===== src/atapio_pkg.sv =====
package atapio_pkg;

    localparam int unsigned WordsPerSector = 256;
    localparam int unsigned WordIdxW       = $clog2(WordsPerSector);
    localparam int unsigned SectorW        = 28;

    // input command codes
    localparam logic [2:0] CMD_BYTE_RD = 3'd0;
    localparam logic [2:0] CMD_BYTE_WR = 3'd1;
    localparam logic [2:0] CMD_DATA_RD = 3'd2;
    localparam logic [2:0] CMD_DATA_WR = 3'd3;
    localparam logic [2:0] CMD_ALT_RD  = 3'd4;
    localparam logic [2:0] CMD_ALT_WR  = 3'd5;
    localparam logic [2:0] CMD_FILL    = 3'd6;

    // configuration register indexes
    localparam logic [1:0] CFG_CYL   = 2'd0;
    localparam logic [1:0] CFG_HEADS = 2'd1;
    localparam logic [1:0] CFG_SPT   = 2'd2;

    // ATA opcodes and status values
    localparam logic [7:0] ATA_READ     = 8'h20;
    localparam logic [7:0] ATA_READ_EXT = 8'h28;
    localparam logic [7:0] ATA_WRITE    = 8'h30;
    localparam logic [7:0] ATA_IDENTIFY = 8'hec;
    localparam logic [7:0] ST_READY     = 8'h50;
    localparam logic [7:0] ST_DRQ       = 8'h08;
    localparam logic [7:0] ST_SLAVE     = 8'h01;
    localparam logic [7:0] ERR_SLAVE    = 8'h02;

    localparam logic [1:0] REQ_NONE   = 2'd0;
    localparam logic [1:0] REQ_READ   = 2'd1;
    localparam logic [1:0] REQ_COMMIT = 2'd2;

    // beat layouts
    typedef struct packed {
        logic [7:0]  fill_index;
        logic [15:0] write_data;
        logic [2:0]  reg_addr;
        logic [2:0]  command;
    } t_in_item;

    typedef struct packed {
        logic [7:0]  disk_word_index;
        logic [15:0] disk_word;
        logic        disk_word_valid;
        logic [27:0] disk_sector;
        logic [1:0]  disk_request;
        logic        irq_pulse;
        logic [15:0] read_data;
    } t_out_item;

    // controller -> datapath commands
    typedef struct packed {
        logic load;      // latch input beat, decode
        logic mul1;      // c*heads
        logic mul2;      // *spt, h*spt
        logic finish;    // update state, build result
    } t_dp_cmd;

    typedef struct packed {
        logic chs_needed;  // item is a read/write command in CHS mode
    } t_dp_status;

    // identify table; config-dependent words are patched in the datapath
    function automatic logic [15:0] identify_const(input logic [7:0] i);
        logic [15:0] w;
        begin
            w = 16'h0000;
            case (i)
                8'd49: w = 16'h0200;
                8'd10, 8'd23: w = 16'h3231;  // "12"
                8'd11, 8'd24: w = 16'h3433;  // "34"
                8'd27: w = 16'h6953;  // "Si"
                8'd28: w = 16'h756d;  // "mu"
                8'd29: w = 16'h616c;  // "la"
                8'd30: w = 16'h6574;  // "te"
                8'd31: w = 16'h2064;  // "d "
                8'd32: w = 16'h4449;  // "ID"
                8'd33: w = 16'h0045;  // "E"
                default: w = 16'h0000;
            endcase
            return w;
        end
    endfunction

endpackage


===== src/atapio_ctrl.sv =====
module atapio_ctrl (
    input  logic                    i_clk,
    input  logic                    i_rst_n,
    input  logic                    i_in_valid,
    output logic                    o_in_ready,
    output logic                    o_out_valid,
    input  logic                    i_out_ready,
    input  atapio_pkg::t_dp_status  i_status,
    output atapio_pkg::t_dp_cmd     o_cmd
);
    import atapio_pkg::*;

    typedef enum logic [4:0] {
        S_IDLE = 5'b00001,
        S_DEC  = 5'b00010,
        S_MUL1 = 5'b00100,
        S_MUL2 = 5'b01000,
        S_FIN  = 5'b10000
    } t_state;

    t_state r_state, n_state;
    logic   r_out_valid, n_out_valid;

    // accept in idle when the output register is empty or drains this cycle
    assign o_in_ready = (r_state == S_IDLE) && (!r_out_valid || i_out_ready);

    always_comb begin
        n_state     = r_state;
        n_out_valid = r_out_valid;
        if (r_out_valid && i_out_ready) begin
            n_out_valid = 1'b0;
        end
        case (r_state)
            S_IDLE: if (i_in_valid && o_in_ready) n_state = S_DEC;
            S_DEC:  n_state = i_status.chs_needed ? S_MUL1 : S_FIN;
            S_MUL1: n_state = S_MUL2;
            S_MUL2: n_state = S_FIN;
            S_FIN: begin
                n_state     = S_IDLE;
                n_out_valid = 1'b1;
            end
            default: n_state = S_IDLE;
        endcase
    end

    always_ff @(posedge i_clk) begin
        if (!i_rst_n) begin
            r_state     <= S_IDLE;
            r_out_valid <= 1'b0;
        end else begin
            r_state     <= n_state;
            r_out_valid <= n_out_valid;
        end
    end

    assign o_out_valid = r_out_valid;
    assign o_cmd.load   = (r_state == S_IDLE) && i_in_valid && o_in_ready;
    assign o_cmd.mul1   = (r_state == S_MUL1);
    assign o_cmd.mul2   = (r_state == S_MUL2);
    assign o_cmd.finish = (r_state == S_FIN);

    // a result only appears as an item finishes
    a_valid_from_fin: assert property (@(posedge i_clk) disable iff (!i_rst_n)
        $rose(r_out_valid) |-> $past(r_state == S_FIN))
        else $error("result without finish");
    // no item taken while a result is held and not drained
    a_no_overrun: assert property (@(posedge i_clk) disable iff (!i_rst_n)
        (r_out_valid && !i_out_ready) |-> !o_in_ready)
        else $error("overrun");
    // multiply stages follow in order
    a_mul_order: assert property (@(posedge i_clk) disable iff (!i_rst_n)
        (r_state == S_MUL1) |=> (r_state == S_MUL2))
        else $error("mul order");
endmodule


===== config.mk =====
export PLATFORM = sky130hd
export DESIGN_NAME = atapio_ctrl
export DESIGN_NICKNAME = d
export VERILOG_FILES = /design/src/atapio_pkg.sv /design/src/atapio_ctrl.sv
export SDC_FILE = /design/constraint.sdc
export NUM_CORES = 1
export LEC_CHECK = 0
export ABC_AREA = 1
export BUFFER_PORTS_ARGS = -buffer_cell sky130_fd_sc_hd__buf_4
export CORE_AREA = 2 2 39 41
export CTS_CLUSTER_DIAMETER = 100
export DETAILED_ROUTE_END_ITERATION = 6
export DIE_AREA = 0 0 41 43
export GPL_ROUTABILITY_DRIVEN = 0
export GPL_TIMING_DRIVEN = 0
export SLEW_MARGIN = 20
export SYNTH_ARGS = -nofsm -noshare
export SYNTH_HDL_FRONTEND = slang
export SYNTH_SLANG_ARGS = --single-unit

===== constraint.sdc =====
create_clock -name i_clk -period 0.9 [get_ports i_clk]
set_input_delay 0.135 -clock i_clk [delete_from_list [all_inputs] [get_ports i_clk]]
set_output_delay 0.135 -clock i_clk [all_outputs]
set_load 0.02 [all_outputs]

==> flow_summary_export.csv, run 1 <==
group,metric,value,unit
status,outcome,"finished, violations left",
status,violations,"setup timing",
drt,drtIter0Drc,4,
timing,worst_slack,-0.413,ns
min_path,hp-class,"in2reg",
min_path,min_to,"r_state[0]",
timing,min_period_over_period,1.46,
global_route,grt_use_total,0.100,
synth,syn_area_per_cell,6.49,sq um
die,ios,11,
flow_run,maxCapViolations,0,
cts,clock-root-buffer,"clkbuf_4",
setup_path,slowest_delay,0.33,ns
cts,htreeDepth,1,
layout,drive_gt1_frac,0.600,
synth,netlist_area,344,sq um
layout,nets,82,
min_path,min_from,"i_rst_n",
pwr,ir_drop,0.000600,V
setup_path,crit_path_end_kind,"output port",
global_route,grt_pass1_vias,320,
drt,drt-vias-per-instance,3.97,
layout,mostFrequentLayoutCells,"15 x buf_4, 12 x inv_1, 6 x nor2_4",
setup_path,r2r_slack,-0.25,ns
global_route,antenna_found_initial,0,
pwr,power_density,1280,nW/um^2
setup_path,r2r_cells,7,
pwr,power.total,765,uW
cts,cts_inserted_buffers,3,
cts,clock-sinks,6,
timing,fin_skew,0.000411,ns
min_path,worstHoldPathCells,2,
cts,clkLatencyLatePin,0.23,ns
setup_path,critPathLaunchType,"flip-flop",
timing,clock.fmax,761,MHz
drt,vias,361,
drt,routed_wl,802,um
synth,ys_warn_count,0,
drt,route.detailed.drc,0,
timing,hold_violations,0,
place,port_buffers,10,
layout,syn2layout_area_growth,73.8,%
timing,slew_viol_final,0,
setup_path,timing.rr.end,"r_state[1]",
synth,synth.net_count,58,
timing,rsz0062_at_grt,"true",
drt,antenna_left,0,
die,dieArea,1760,sq um
synth,postSynthCellCount,53,
setup_path,crit_chain,"nor2_4 -> nand2_2 -> nor2_4 -> nand2_4 -> nor2_4 -> buf_6",
layout,layout_commonest_cell,"buf_4",
drt,first_pass_iters,4,
layout,num_antenna_cells,0,
die,row_count,14,
synth,synth-seq-cells,6,
setup_path,critPathSlowestCell,"dfxtp_2",
die,start_util,0.249,
die,die_w,41,um
setup_path,path_class,"reg2out",
synth,ys_types,14,
setup_path,cp.required,0.76,ns
setup_path,worstPathMaxFanout,3,
setup_path,crit_path_frequent_cell,"nor2_4",
die,die_h,43,um
global_route,grt_overflow_total,0,
pwr,leakagePower,0.000318,uW
layout,fillCellCount,145,
timing,relSlewSlack,0.889,
setup_path,worst_ep_arrival_time,1.18,ns
timing,setup_violations,9,
cts,cts_tree,"done",
place,dp_hpwl,559,um
cts,clk_pin_slew,0.04,ns
drt,wl_per_cell,8.81,um
timing,fin_crit,1.31,ns
setup_path,worst_r2r_startpoint,"r_state[3]",
die,core_area,1380,sq um
synth,seq_area_frac_synth,0.349,
timing,worst_slew_pin_slew,0.166,ns
global_route,grt_max_degree,5,
layout,final_util,0.432,
global_route,grt_pass1_wl,1190,um
cts,cts_max_path_buffers,2,
synth_stat cells, drive strengths merged:
cell   number  area, sq um
a21oi       2         10.0
buf         1         7.51
dfxtp       6          120
inv        18         67.6
nand2       7         31.3
nand3       5         25.0
nor2       10         57.6
nor3        1         10.0
o21ai       3         15.0
worst max-delay path: cells and delay by family (launching register included):
family	cells	cell delay, ns
simple gates	5	0.49
flops	1	0.33
buf+inv	1	0.11
how the worst max path moves through the flow:
stage / from / end
after global routing: r_state[3] / o_cmd[3]
after global placement: r_state[2] / o_cmd[3]
after CTS: r_state[3] / o_cmd[3]
after detailed placement: r_state[0] / o_cmd[0]
after floorplan: r_state[2] / o_cmd[3]
final: r_state[3] / o_cmd[3]
state kept, by name, summed over array words and instances, names as in the netlist:
signal / flops
r_state: 5
o_out_valid: 1
power by group:
part	internal (uW)	switching [uW]	total [uW]
Combinational	119	122	241
Sequential	278	8.18	287
Clock	150	87.4	238
Total	548	217	765
final cells by class:
type | instances | area, sq um | share of cell area
plain buffers | 1 | 7.51 | 0.0126
flip-flops and latches | 6 | 125 | 0.209
well taps | 16 | 20.0 | 0.0335
clock buffers | 3 | 22.5 | 0.0377
multi-input cells | 28 | 191 | 0.320
repair buffers | 19 | 161 | 0.270
inverters | 18 | 70.1 | 0.117
through the flow:
step	setup WS [ns]	TNS, ns	hold WS [ns]	instance area, sq um	cells
after global routing	-0.482	-3.11	0.0940	598	91
after CTS	-0.437	-2.27	0.0940	557	87
after floorplan	-0.0708	-0.0861	0.219	362	53
after detailed placement	-0.198	-0.861	0.353	457	79
final	-0.413	-2.53	0.0994	598	91
after global placement	-0.174	-0.743	0.348	457	79
routing by layer:
metal  up-vias  global-route usage  part of all wire
met5         -                   0                 0
li1        199                   -                 -
met2         5               0.159              0.55
met1       157               0.109              0.42
met3         0              0.0314             0.024
met4         0              0.0600                 0
repair_timing:
action                     4_1_cts  5_1_grt
hold buffers                     0        0
pin swaps                        6        4
setup endpoints to repair        8       10
gates resized for setup         14        5
setup buffers                    5        4
hold endpoints to repair         0        0
kinds of logic after synthesis:
group / synth area share
compound gates: 0.0727
simple gates: 0.360
flops: 0.349
buf+inv: 0.218
Note: power is estimated with default switching activity, not from simulation.
==> run 2: changes to the inputs <==
- GPL_TIMING_DRIVEN: 0 -> default
- TNS_END_PERCENT: default -> 5
==> run 2 against run 1 <==
Net effect:
- utilization decreased by 2.9 points
- via count down 2.8%
- critical endpoint unchanged
- non-clock buffer count shrank 3
- the flow still finishes with violations (setup timing)
- clock skew is essentially flat
==> flow_summary_export.csv, run 2 (synthesis gave the netlist of run 1 again) <==
group,metric,value,unit
setup_path,slowest_delay,0.33,ns
die,die_h,43,um
cts,clk_pin_slew,0.04,ns
cts,clock-root-buffer,"clkbuf_4",
setup_path,worst_ep_arrival_time,1.13,ns
global_route,grt_pass1_wl,1240,um
flow_run,maxCapViolations,0,
status,outcome,"finished, violations left",
layout,layout_commonest_cell,"inv_1",
pwr,ir_drop,0.000668,V
die,dieArea,1760,sq um
timing,clock.fmax,791,MHz
layout,multiInputGateArea,176,sq um
timing,relSlewSlack,0.889,
timing,hold_violations,0,
global_route,grt_overflow_total,0,
die,ios,11,
cts,cts_max_path_buffers,2,
layout,fillCellCount,143,
layout,mostFrequentLayoutCells,"14 x inv_1, 12 x buf_4, 5 x nor2_1, 5 x buf_6",
cts,htreeDepth,1,
pwr,power_density,1320,nW/um^2
timing,worst_slack,-0.365,ns
timing,min_period_over_period,1.41,
global_route,antenna_found_initial,0,
drt,first_pass_iters,4,
drt,drt-vias-per-instance,3.99,
drt,drtIter0Drc,4,
cts,postCtsSetupRepairBufs,0,
layout,postLayoutCellArea,558,sq um
cts,clkLatencyLatePin,0.24,ns
timing,fin_skew,0.000193,ns
place,dpl_cell_area,493,sq um
die,die_w,41,um
min_path,worstHoldPathCells,2,
timing,worst_slew_pin_slew,0.166,ns
die,row_count,14,
timing,setup_violations,10,
layout,regArea,125,sq um
die,core_area,1380,sq um
cts,cts_tree,"done",
cts,cts_inserted_buffers,3,
global_route,grt_use_total,0.112,
layout,regMostFlops,"r_state",
timing,rsz0062_at_grt,"true",
setup_path,path_class,"reg2out",
die,start_util,0.249,
layout,nets,79,
setup_path,r2r_cells,6,
global_route,grt_pass1_vias,304,
setup_path,critPathLaunchType,"flip-flop",
timing,fin_crit,1.26,ns
timing,slew_viol_final,0,
place,dpl.cell_count,85,
layout,final_util,0.403,
layout,num_antenna_cells,0,
drt,antenna_left,0,
layout,syn2layout_area_growth,62.2,%
status,violations,"setup timing",
drt,route.detailed.drc,0,
setup_path,crit_path_end_kind,"output port",
global_route,grt_max_degree,5,
setup_path,worstPathMaxFanout,3,
drt,wl_per_cell,7.81,um
drt,vias,351,
place,dp_hpwl,548,um
place,port_buffers,10,
layout,fin_cells,88,
setup_path,crit_chain,"nor2_4 -> nand2_2 -> nor2_4 -> nand2_4 -> nor2_4 -> buf_6",
drt,routed_wl,687,um
setup_path,crit_path_frequent_cell,"nor2_4",
layout,largest_reg_flops,5,
min_path,hp-class,"in2reg",
setup_path,critPathSlowestCell,"dfxtp_2",
pwr,leakagePower,0.000298,uW
setup_path,cp.required,0.76,ns
cts,clock-sinks,6,
layout,drive_gt1_frac,0.542,
timing,fin_setup_tns,-1.96,ns
[run 2: cell count changes in the layout (fill, tap and decap cells not counted), sizes merged]
| cell | change |
|---|---|
| buf | -3 |
[run 2: path summary, 6_finish.rpt]
check | from | endpoint | slack, ns
worst max-delay path | r_state[2] | o_cmd[3] | -0.36
worst min-delay path | i_rst_n | r_state[0] | 0.10
worst min register to register | r_state[3] | r_state[3] | 0.58
worst max register to register | r_state[2] | r_state[1] | -0.08
[run 2: power breakdown]
group,internal [uW],switching [uW],leakage (uW)
clock network,151,96.7,0.0000138
registers,278,7.42,0.0000501
logic,99.5,106,0.000234
[run 2: through the flow]
step	hold WS [ns]	setup slack (ns)	power (uW)
finish	0.102	-0.365	739
global route	0.115	-0.431	782
CTS	0.106	-0.378	743
detailed placement	0.366	-0.139	466
global placement	0.344	-0.124	464
floorplan	0.219	-0.0764	394
[run 2: what timing repair did]
item	CTS	global route
hold buffers	0	0
pin swaps	0	1
endpoints found under the setup margin	10	11
resized for setup	9	6
[run 2: critical path, delay by kind of cell, from the launching register on]
kind / cells / cell delay, ns
simple gates: 5 / 0.44
flops: 1 / 0.33
buf+inv: 1 / 0.11
[run 2: layout make-up]
class | instances | area share
repair buffers | 17 | 0.262
clock buffers | 3 | 0.0404
multi-input cells | 28 | 0.316
inverters | 18 | 0.121
well taps | 16 | 0.0359
flip-flops and latches | 6 | 0.224
[run 2: layer usage]
layer | GRT usage | routed length (um)
met3 | 0.0471 | 39
met4 | 0.120 | 29
met1 | 0.140 | 321
met2 | 0.128 | 297
met5 | 0 | 0
